--- config.mk ---
export PLATFORM = sky130hd
export DESIGN_NAME = wilson_prime_checker_top
export DESIGN_NICKNAME = d
export VERILOG_FILES = /design/src/hdl/wpc_pkg.sv /design/src/hdl/wilson_prime_checker_top.sv /design/src/hdl/wpc_datapath.sv /design/src/hdl/wpc_ctrl.sv
export SDC_FILE = /design/constraint.sdc
export NUM_CORES = 1
export LEC_CHECK = 0
export BUFFER_PORTS_ARGS = -buffer_cell sky130_fd_sc_hd__buf_2
export CAP_MARGIN = 20
export CORE_ASPECT_RATIO = 1.2
export CORE_MARGIN = 2
export CORE_UTILIZATION = 40
export CTS_CLUSTER_SIZE = 30
export DETAILED_ROUTE_END_ITERATION = 7
export GPL_TIMING_DRIVEN = 0
export PLACE_DENSITY_LB_ADDON = 0.12
export SLEW_MARGIN = 10
export SYNTH_ARGS = -nofsm -noshare
export SYNTH_HDL_FRONTEND = slang
export SYNTH_SLANG_ARGS = --single-unit
--- constraint.sdc ---
create_clock -name clk_i -period 11.2 [get_ports clk_i]
set_input_delay 2.24 -clock clk_i [delete_from_list [all_inputs] [get_ports clk_i]]
set_output_delay 2.24 -clock clk_i [all_outputs]
set_load 0.02 [all_outputs]
--- src/hdl/wpc_pkg.sv ---
// wpc_pkg: shared types and constants for the Wilson prime checker.
// Used by wpc_ctrl, wpc_datapath and wilson_prime_checker_top.
`default_nettype none

package wpc_pkg;

  localparam int unsigned VALUE_WIDTH_DEF = 16;

  // Datapath operations, one issued per cycle by the controller
  typedef enum logic [3:0] {
    OP_NONE,
    OP_LOAD,       // latch candidate, first divisor, clear found flag
    OP_SQ_D,       // square <= d * d
    OP_DIV_INIT,   // modulus <= d, bit shifter <= n, accumulator <= 0
    OP_SHIFT,      // accumulator <= (2 * acc + bit) mod m
    OP_SET_FOUND,  // proper divisor seen
    OP_NEXT_D,     // d <= d + 1
    OP_SQ_N,       // square <= n * n
    OP_FACT_INIT,  // modulus <= n * n, residue <= 1, d <= 2
    OP_MUL_INIT,   // bit shifter <= d, accumulator <= 0
    OP_ADD,        // accumulator <= (acc + residue) mod m when the bit is set
    OP_TAKE        // residue <= accumulator, d <= d + 1
  } dp_op_e;

  typedef struct packed {
    logic sq_le_n;   // d * d <= n
    logic acc_zero;  // remainder is zero
    logic d_lt_n;    // factor index below n
    logic is_prime;  // n >= 2 and no divisor seen
  } dp_status_t;

endpackage : wpc_pkg

`default_nettype wire

--- src/hdl/wilson_prime_checker_top.sv ---
// wilson_prime_checker_top: primality and Wilson prime test, one candidate
// per request. Instantiates wpc_ctrl and wpc_datapath; depends on wpc_pkg.
// Usage:
//   Drive candidate_i and raise start while busy is low; the request is
//   taken at that clock edge and busy rises on the next cycle.
//   When the test ends, done_o is high for exactly one cycle with
//   tested_value_o, is_prime_o and is_wilson_o valid; the receiver cannot
//   hold the result off. busy is already low in that cycle, so the next
//   request may be taken at the same edge.
// Sequence: trial division and the factorial of a prime both go through one
// bit-serial modular reduction unit. Each trial divisor d (while d*d <= n)
// is squared and compared with n; n is then shifted in bit by bit and the
// remainder is checked. Each factorial step of a prime tests d < n, then
// runs a shift and conditional add per bit of the factor and takes the
// product as the new residue. A composite n stops at its smallest factor;
// a prime n tries every divisor up to floor(sqrt(n)), then runs the
// factorial steps for d = 2 .. n-1.
// One request is in flight at a time. Reset (rst_ni low, asynchronous)
// returns the sequencer to idle and clears done_o; result ports hold no
// meaning until the first done_o strobe.
`default_nettype none

module wilson_prime_checker_top
  import wpc_pkg::*;
#(
  parameter int unsigned VALUE_WIDTH = VALUE_WIDTH_DEF
) (
  input  wire logic                   clk_i,
  input  wire logic                   rst_ni,
  input  wire logic                   start,
  output logic                        busy,
  input  wire logic [VALUE_WIDTH-1:0] candidate_i,
  output logic                        done_o,
  output logic [VALUE_WIDTH-1:0]      tested_value_o,
  output logic                        is_prime_o,
  output logic                        is_wilson_o
);

  dp_op_e     op;
  dp_status_t status;

  wpc_ctrl #(
    .VALUE_WIDTH(VALUE_WIDTH)
  ) u_ctrl (
    .clk_i   (clk_i),
    .rst_ni  (rst_ni),
    .start   (start),
    .busy    (busy),
    .done_o  (done_o),
    .status_i(status),
    .op_o    (op)
  );

  wpc_datapath #(
    .VALUE_WIDTH(VALUE_WIDTH)
  ) u_datapath (
    .clk_i         (clk_i),
    .rst_ni        (rst_ni),
    .op_i          (op),
    .candidate_i   (candidate_i),
    .status_o      (status),
    .tested_value_o(tested_value_o),
    .is_prime_o    (is_prime_o),
    .is_wilson_o   (is_wilson_o)
  );

endmodule : wilson_prime_checker_top

`default_nettype wire

--- src/hdl/wpc_datapath.sv ---
// wpc_datapath: candidate, divisor and residue registers, squarer and a
// bit-serial modular reduction unit shared by trial division and mul-mod.
// Depends on wpc_pkg.
`default_nettype none

module wpc_datapath
  import wpc_pkg::*;
#(
  parameter int unsigned VALUE_WIDTH = VALUE_WIDTH_DEF
) (
  input  wire logic                   clk_i,
  input  wire logic                   rst_ni,
  input  wire dp_op_e                 op_i,
  input  wire logic [VALUE_WIDTH-1:0] candidate_i,
  output dp_status_t                  status_o,
  output logic [VALUE_WIDTH-1:0]      tested_value_o,
  output logic                        is_prime_o,
  output logic                        is_wilson_o
);

  localparam int unsigned W  = VALUE_WIDTH;
  localparam int unsigned DW = 2 * VALUE_WIDTH;

  logic [W-1:0]  n_q, d_q, sh_q;
  logic [DW-1:0] sq_q, m_q, r_q, acc_q;
  logic          mul_mode_q, found_q;

  logic [W-1:0]  sq_op;
  logic [DW-1:0] sq_prod;
  logic          bit_in;
  logic [DW:0]   sh_sum, sh_red, add_sum, add_red;
  logic          prime;

  assign sq_op   = (op_i == OP_SQ_N) ? n_q : d_q;
  assign sq_prod = DW'(sq_op) * DW'(sq_op);

  // restoring step: 2*acc + bit stays below 2*m, one subtract brings it under m
  assign bit_in  = mul_mode_q ? 1'b0 : sh_q[W-1];
  assign sh_sum  = {acc_q, bit_in};
  assign sh_red  = (sh_sum >= {1'b0, m_q}) ? sh_sum - {1'b0, m_q} : sh_sum;
  assign add_sum = {1'b0, acc_q} + {1'b0, r_q};
  assign add_red = (add_sum >= {1'b0, m_q}) ? add_sum - {1'b0, m_q} : add_sum;

  always_ff @(posedge clk_i or negedge rst_ni) begin
    if (!rst_ni) begin
      found_q    <= 1'b0;
      mul_mode_q <= 1'b0;
    end else begin
      unique case (op_i)
        OP_LOAD: begin
          found_q <= 1'b0;
        end
        OP_SET_FOUND: begin
          found_q <= 1'b1;
        end
        OP_DIV_INIT: begin
          mul_mode_q <= 1'b0;
        end
        OP_MUL_INIT: begin
          mul_mode_q <= 1'b1;
        end
        default: begin
        end
      endcase
    end
  end

  always_ff @(posedge clk_i) begin
    unique case (op_i) inside
      OP_LOAD: begin
        n_q <= candidate_i;
        d_q <= W'(2);
      end
      OP_SQ_D, OP_SQ_N: begin
        sq_q <= sq_prod;
      end
      OP_DIV_INIT: begin
        m_q   <= {{W{1'b0}}, d_q};
        sh_q  <= n_q;
        acc_q <= '0;
      end
      OP_SHIFT: begin
        acc_q <= sh_red[DW-1:0];
        if (!mul_mode_q) begin
          sh_q <= {sh_q[W-2:0], 1'b0};
        end
      end
      OP_NEXT_D: begin
        d_q <= d_q + W'(1);
      end
      OP_FACT_INIT: begin
        m_q <= sq_q;
        r_q <= DW'(1);
        d_q <= W'(2);
      end
      OP_MUL_INIT: begin
        sh_q  <= d_q;
        acc_q <= '0;
      end
      OP_ADD: begin
        if (sh_q[W-1]) begin
          acc_q <= add_red[DW-1:0];
        end
        sh_q <= {sh_q[W-2:0], 1'b0};
      end
      OP_TAKE: begin
        r_q <= acc_q;
        d_q <= d_q + W'(1);
      end
      default: begin
      end
    endcase
  end

  assign prime = (n_q >= W'(2)) && !found_q;

  assign status_o.sq_le_n  = (sq_q <= {{W{1'b0}}, n_q});
  assign status_o.acc_zero = (acc_q == '0);
  assign status_o.d_lt_n   = (d_q < n_q);
  assign status_o.is_prime = prime;

  assign tested_value_o = n_q;
  assign is_prime_o     = prime;
  assign is_wilson_o    = prime && (r_q == (m_q - DW'(1)));

endmodule : wpc_datapath

`default_nettype wire

--- src/hdl/wpc_ctrl.sv ---
// wpc_ctrl: sequencer for trial division and the modular factorial loop.
// Drives wpc_datapath through dp_op_e; depends on wpc_pkg.
`default_nettype none

module wpc_ctrl
  import wpc_pkg::*;
#(
  parameter int unsigned VALUE_WIDTH = VALUE_WIDTH_DEF
) (
  input  wire logic       clk_i,
  input  wire logic       rst_ni,
  input  wire logic       start,
  output logic            busy,
  output logic            done_o,
  input  wire dp_status_t status_i,
  output dp_op_e          op_o
);

  localparam int unsigned CW = $clog2(VALUE_WIDTH);

  typedef enum logic [3:0] {
    S_IDLE,
    S_SQ_D,
    S_CHK_D,
    S_DIV_INIT,
    S_DIV_STEP,
    S_DIV_CHK,
    S_SQ_N,
    S_FACT_INIT,
    S_MUL_TEST,
    S_MUL_INIT,
    S_MUL_SHIFT,
    S_MUL_ADD,
    S_MUL_END
  } state_e;

  state_e        state_q, state_d;
  logic [CW-1:0] cnt_q, cnt_d;
  logic          done_q, done_d;

  always_comb begin
    state_d = state_q;
    cnt_d   = cnt_q;
    op_o    = OP_NONE;
    unique case (state_q)
      S_IDLE: begin
        if (start) begin
          op_o    = OP_LOAD;
          state_d = S_SQ_D;
        end
      end
      S_SQ_D: begin
        op_o    = OP_SQ_D;
        state_d = S_CHK_D;
      end
      S_CHK_D: begin
        if (status_i.sq_le_n) begin
          state_d = S_DIV_INIT;
        end else if (status_i.is_prime) begin
          state_d = S_SQ_N;
        end else begin
          state_d = S_IDLE;
        end
      end
      S_DIV_INIT: begin
        op_o    = OP_DIV_INIT;
        cnt_d   = CW'(VALUE_WIDTH - 1);
        state_d = S_DIV_STEP;
      end
      S_DIV_STEP: begin
        op_o  = OP_SHIFT;
        cnt_d = cnt_q - CW'(1);
        if (cnt_q == '0) begin
          state_d = S_DIV_CHK;
        end
      end
      S_DIV_CHK: begin
        if (status_i.acc_zero) begin
          op_o    = OP_SET_FOUND;
          state_d = S_IDLE;
        end else begin
          op_o    = OP_NEXT_D;
          state_d = S_SQ_D;
        end
      end
      S_SQ_N: begin
        op_o    = OP_SQ_N;
        state_d = S_FACT_INIT;
      end
      S_FACT_INIT: begin
        op_o    = OP_FACT_INIT;
        state_d = S_MUL_TEST;
      end
      S_MUL_TEST: begin
        state_d = status_i.d_lt_n ? S_MUL_INIT : S_IDLE;
      end
      S_MUL_INIT: begin
        op_o    = OP_MUL_INIT;
        cnt_d   = CW'(VALUE_WIDTH - 1);
        state_d = S_MUL_SHIFT;
      end
      S_MUL_SHIFT: begin
        op_o    = OP_SHIFT;
        state_d = S_MUL_ADD;
      end
      S_MUL_ADD: begin
        op_o    = OP_ADD;
        cnt_d   = cnt_q - CW'(1);
        state_d = (cnt_q == '0) ? S_MUL_END : S_MUL_SHIFT;
      end
      S_MUL_END: begin
        op_o    = OP_TAKE;
        state_d = S_MUL_TEST;
      end
      default: begin
        state_d = S_IDLE;
      end
    endcase
  end

  // strobe in the first idle cycle, once the last datapath update has landed
  assign done_d = (state_q != S_IDLE) && (state_d == S_IDLE);

  always_ff @(posedge clk_i or negedge rst_ni) begin
    if (!rst_ni) begin
      state_q <= S_IDLE;
      cnt_q   <= '0;
      done_q  <= 1'b0;
    end else begin
      state_q <= state_d;
      cnt_q   <= cnt_d;
      done_q  <= done_d;
    end
  end

  assign busy   = (state_q != S_IDLE);
  assign done_o = done_q;

endmodule : wpc_ctrl

`default_nettype wire

Yosys cells after proc, flatten, opt, wreduce, memory -nomap -nowiden
Cells that the tools add are included.
{"block": "classes", "n_addsub": 6, "n_mul": 1, "n_div": 0, "n_lt_le_gt_ge": 5, "n_eq_ne": 26, "shifts": 0, "mux": 25, "bitwise": 0, "reduce_logical": 27}
{"op": "32-bit one-hot mux with 2 select lines", "count": 2}
{"op": "32-bit 2-to-1 mux", "count": 3}
{"op": "32-bit one-hot mux with 3 select lines", "count": 1}
{"op": "33-bit by 32-bit greater-or-equal comparator with 1-bit output", "count": 2}
{"op": "16-bit one-hot mux with 4 select lines", "count": 1}
{"op": "32-bit subtractor", "count": 2}
{"op": "4-bit one-hot mux with 12 select lines", "count": 1}
{"op": "4-bit one-hot mux with 10 select lines", "count": 1}
{"op": "4-bit == test (second input constant)", "count": 9}
{"op": "32-bit by 32-bit adder with 33-bit output", "count": 1}
{"op": "32-bit == test", "count": 1}
{"op": "4-bit by 3-bit == test with 1-bit output (second input constant)", "count": 8}
{"op": "32-bit by 16-bit less-or-equal comparator with 1-bit output", "count": 1}
{"op": "32-bit zero test", "count": 1}
{"op": "16-bit by 16-bit multiplier with 32-bit output", "count": 1}
{"op": "16-bit 2-to-1 mux", "count": 2}
{"op": "16-bit one-hot mux with 2 select lines", "count": 1}
{"op": "32-bit by 1-bit subtractor with 32-bit output (second input constant)", "count": 1}
{"op": "16-bit by 1-bit adder with 16-bit output (second input constant)", "count": 1}
{"op": "4-bit by 2-bit == test with 1-bit output (second input constant)", "count": 4}
{"op": "16-bit by 2-bit greater-or-equal comparator with 1-bit output (second input constant)", "count": 1}
{"op": "16-bit less-than comparator", "count": 1}
{"op": "4-bit 2-to-1 mux", "count": 4}
{"op": "2-bit OR reduction", "count": 8}
{"op": "other kinds (16)", "count": 32}
{"block": "totals", "ff_bits": 187, "latch_bits": 0, "ram_bits": 0, "rom_bits": 0, "in_bits": 19, "elab_cells": 102, "mem_count": 0}

Depth between registers and ports, before layout
{"block": "logic_depth", "word_depth": 7, "ltp_mapped": 31, "depth_no_buf": 30}

Cells and area by module
From an unflattened synthesis, not the netlist that was laid out.
{"block": "unflattened", "hier_cells": 2467, "hier_area_um2": 22247.6}
{"mod": "wpc_datapath", "n_inst": 1, "cells_per_inst": 2368, "area_per_inst_um2": 21471.8, "seq_area_each_um2": 5305.1}
{"mod": "wpc_ctrl", "n_inst": 1, "cells_per_inst": 99, "area_per_inst_um2": 775.7, "seq_area_each_um2": 225.2}

Worst setup path before layout
Ideal clock, no wire load.
{"block": "synth_path", "kind": "register -> register", "start": "register u_ctrl.state_q[3]", "end": "register u_datapath.sq_q[31], data pin", "setup_time_ns": 0.260, "t_arrival_ns": 7.208, "t_required_ns": 10.940, "path_slack_ns": 3.732, "path_stages_with_launch": 27, "n_path_buf": 1, "cell_sequence": "dfrtp_1 inv_1 nand2_1 nor2_1 buf_2 mux2i_1 clkinv_1 nand2_1 inv_1 fa_1 fa_1 fa_1 fa_1 fa_1 inv_1 fa_1 inv_1 ha_1 nand4_1 or3_1 or3_1 a21oi_1 o21ai_0 a31o_2 o21bai_1 a21oi_1 xnor2_1"}
{"block": "synth_via", "elab_chain_len": 6, "elab_cells_between_ends": 16}
{"item": "start, declared", "line": "wpc_ctrl.sv:37", "text": "state_e state_q, state_d;"}
{"item": "start signal, assigned", "line": "wpc_ctrl.sv:130", "text": "state_q <= state_d;"}
{"item": "4-bit == test or 4-bit by 3-bit == test with 1-bit output (tied branches)", "line": "wpc_ctrl.sv:45", "text": "unique case (state_q)"}
{"item": "2-bit OR reduction (no line)"}
{"item": "4-bit one-hot mux with 10 select lines *", "line": "wpc_ctrl.sv:45"}
{"item": "4-bit by 3-bit == test with 1-bit output *", "line": "wpc_datapath.sv:34", "text": "assign sq_op = (op_i == OP_SQ_N) ? n_q : d_q;"}
{"item": "16-bit 2-to-1 mux *", "line": "wpc_datapath.sv:34"}
{"item": "16-bit by 16-bit multiplier with 32-bit output *", "line": "wpc_datapath.sv:35", "text": "assign sq_prod = DW'(sq_op) * DW'(sq_op);"}
{"item": "via u_datapath.sq_prod[31]", "line": "wpc_datapath.sv:29", "text": "logic [DW-1:0] sq_prod;"}
{"item": "end signal, assigned", "line": "wpc_datapath.sv:75", "text": "sq_q <= sq_prod;"}
{"item": "end, declared", "line": "wpc_datapath.sv:25", "text": "logic [DW-1:0] sq_q, m_q, r_q, acc_q;"}
The timed path passes the listed nets; every way through them passes the cells marked *.
A chain may end at the register's enable or synchronous reset.

Final worst setup path
Same ends and word-level chain as after synthesis.

==> reports/results.tsv <==
stage	metric	value	unit
status	status	completed	
route	# DRC	0	
sta	Min Hold Slack	0.541	ns
sta	RSZ-0062 raised after global routing	false	
place	Placer Congestion	0.903	
setup_path	Worst Path Arrival	9.20	ns
clock_tree	Resize count post-CTS	0	
sta	Max Slew Vio Count	0	
yosys	ys flop type	edfxtp_1	
clock_tree	CTS tree	done	
global_route	GR Util All Layers	0.229	
sta	Hold Vio Cnt, Final	0	
floorplan	placement row count	94	
clock_tree	CTS Sinks	186	
global_route	largest net degree at the start of global routing	34	
route	Iter 0 DRT Violations	1111	
global_route	overflow left after global routing	0	
setup_path	R2R depth	26	
sta	Least-Margin Pin Slew	1.08	ns
global_route	initial antenna violation count	2	
clock_tree	Inserted Clock Buffers	17	
setup_path	CP max FO	10	
global_route	M3 GR Usage	0.0153	
sta	setup_tns	0	ns
yosys	Yosys top cell area share	0.236	
floorplan	Core Area	54900	um^2
finish	cell area after layout	24100	um^2
sta	min Tclk post-route	9.00	ns
finish	layout cell share with drive strength beyond 1	0.0639	
hold_path	Hold WC Path Type	flip-flop to flip-flop	
route	Vias/cell	5.53	
global_route	global-route wire length before repair	101000	um
yosys	syn avg cell area	9.13	um^2
floorplan	Die Area	57700	um^2
setup_path	Worst setup SP type	flip-flop	
yosys	area leader, netlist	edfxtp_1	
setup_path	crit end category	flip-flop	
finish	diode count	0	
place	placed cell areas	23600	um^2
clock_tree	H-Tree Depth	4	
sta	Final period util	0.804	
sta	final setup vio count	0	
finish	fin nets	2918	
floorplan	initial core utilization	0.406	
sta	max frequency	0.111	GHz
clock_tree	hold_buf cts	0	
run	Max Cap Viol	0	
floorplan	die height	263	um
setup_path	worst endpoint required time	11.40	ns
route	routed via count	17918	
setup_path	WS Path Type	flip-flop to flip-flop	
sta	clk_skew	0.0192	ns
clock_tree	Clk Latency, worst-skew pair	0.47	ns
yosys	Post-Syn Area	22300	um^2
yosys	Post-synth EDFFs	175	
route	Pre-antenna DRT Iters	5	
yosys	ys async rst share	0.0591	
finish	Layout area overhead	8.25	%
place	HPWL after DPL	54800	um
sta	max_slew headroom	0.258	
global_route	met1 global-route usage	0.277	
yosys	library cells used by synthesis	88	
route	WL final	65200	um
finish	Fill cells	5380	
floorplan	Boundary Pins	39	
hold_path	WHS Path Cells	2	
yosys	syn_nets	2853	
global_route	layer with the highest usage	met2	
clock_tree	Setup Buffers After CTS	0	
route	Final ANT Viol Nets	0	
yosys	register area share after synthesis	0.248	
place	Port Buffers	38	
route	routed len/inst	20.1	um
yosys	synth top area cells	edfxtp_1 (24%), fa_1 (15%), ha_1 (13%), inv_1 (5.4%), xnor2_1 (4.7%)	
yosys	register bit total from synthesis	186	
floorplan	die width	220	um
clock_tree	CTS Buffer Depth	2	
clock_tree	clock root buffer master	clkbuf_16	
global_route	met2 usage	0.413	
clock_tree	Worst-path clk slew	0.08	ns
yosys	Cells after Synth	2442	
yosys	Ys Warns	0	
global_route	vias in the first global route	18548	
stage by stage:
step                      std cells   util  setup slack, ns
after floorplan                2442      -             3.73
after global placement         3200  0.426             1.73
after detailed placement       3208  0.429             2.31
after CTS                      3240  0.439             2.28
after global routing           3240  0.439             1.89
final                          3240  0.439             2.20
placed cells by master (no fill, tap or decap), drive strengths merged, types with 16 or more instances in the layout:
cell / instances
inv: 328
nor3: 42
a22oi: 17
nand2: 214
nor4: 30
mux2i: 63
and3: 20
xnor2: 120
o21a: 17
clkbuf: 75
nand3: 41
fa: 167
edfxtp: 175
mux2: 28
ha: 225
a21oi: 137
buf: 59
o21ai: 96
o22ai: 35
nand2b: 16
nand4: 31
or3: 16
a211oi: 17
xor2: 57
and2: 53
nor2: 199
a21o: 66
sequential cells by signal, summed over array words and instances, names as in the netlist:
signal and flops:
u_ctrl.cnt_q 4, u_ctrl.done_o 1, u_ctrl.state_q 4, u_datapath.acc_q 32, u_datapath.d_q 16, u_datapath.found_q 1, u_datapath.m_q 32, u_datapath.mul_mode_q 1
u_datapath.r_q 32, u_datapath.sh_q 16, u_datapath.sq_q 31, u_datapath.tested_value_o 16
cells by family (layout without fill, tap and decap cells):
kind of cell,count (synthesis),count (layout),share of synthesized area
flops,186,186,0.248
buf+inv,397,475,0.0694
fa+ha+maj,392,392,0.276
mux,91,91,0.0424
compound gates,494,494,0.144
xor+xnor,177,177,0.0695
simple gates,705,705,0.151
area by class of cell:
cell class | count | area [um^2] | share of cell area
multi-input cells | 1859 | 15300 | 0.633
flip-flops and latches | 186 | 5530 | 0.229
inverters | 327 | 1230 | 0.0509
well taps | 720 | 901 | 0.0373
clock buffers | 18 | 429 | 0.0178
plain buffers | 70 | 319 | 0.0132
repair buffers | 46 | 302 | 0.0125
clock inverters | 14 | 156 | 0.00648
cell usage after synthesis, drive strengths merged (20+ instances only):
| cell | count |
|---|---|
| inv | 321 |
| ha | 225 |
| nand2 | 214 |
| nor2 | 199 |
| edfxtp | 175 |
| fa | 167 |
| a21oi | 137 |
| xnor2 | 120 |
| o21ai | 96 |
| a21o | 66 |
| mux2i | 63 |
| clkbuf | 57 |
| xor2 | 57 |
| and2 | 53 |
| nor3 | 42 |
| nand3 | 41 |
| o22ai | 35 |
| nand4 | 31 |
| nor4 | 30 |
| mux2 | 28 |
| and3 | 20 |
path summary, 6_finish.rpt:
path	startpoint	end	slack (ns)
setup / recovery	u_ctrl.state_q[3]$_DFF_PN0_	u_datapath.sq_q[31]$_DFFE_PP_	2.20
hold / removal	u_datapath.sh_q[6]$_DFFE_PP_	u_datapath.sh_q[7]$_DFFE_PP_	0.54
setup reg to reg	u_ctrl.state_q[3]$_DFF_PN0_	u_datapath.sq_q[31]$_DFFE_PP_	2.20
hold reg to reg	u_datapath.sh_q[6]$_DFFE_PP_	u_datapath.sh_q[7]$_DFFE_PP_	0.54
max in group asynchronous	rst_ni	u_ctrl.state_q[0]$_DFF_PN0_	9.31
min in group asynchronous	rst_ni	u_ctrl.state_q[2]$_DFF_PN0_	1.66
metal layers:
metal	routed length, um	part of all wire	vias up
li1	-	-	8623
met1	27200	0.42	8736
met2	33100	0.51	427
met3	2010	0.031	130
met4	2930	0.045	2
met5	12	0.00018	-
critical path, stage by stage (launching register included):
cell and delay (ns):
dfrtp_1 0.45, inv_1 0.21, nand2_1 0.17, nor2_1 0.18
buf_2 0.37, mux2i_2 0.87, clkinv_1 0.67, nand2_1 0.32
fa_1 0.48, fa_1 0.54, inv_1 0.05, fa_1 0.52
fa_1 0.45, fa_1 0.54, inv_1 0.05, fa_1 0.52
inv_1 0.04, ha_1 0.30, o211ai_1 0.17, or3_1 0.37
or3_1 0.36, a21oi_1 0.31, o21ai_0 0.18, a31o_2 0.24
o21bai_1 0.13, a21oi_1 0.09, xnor2_1 0.12
Power is not shown: default switching activity piles up to over one toggle a cycle in this logic, so the estimate is an artifact.
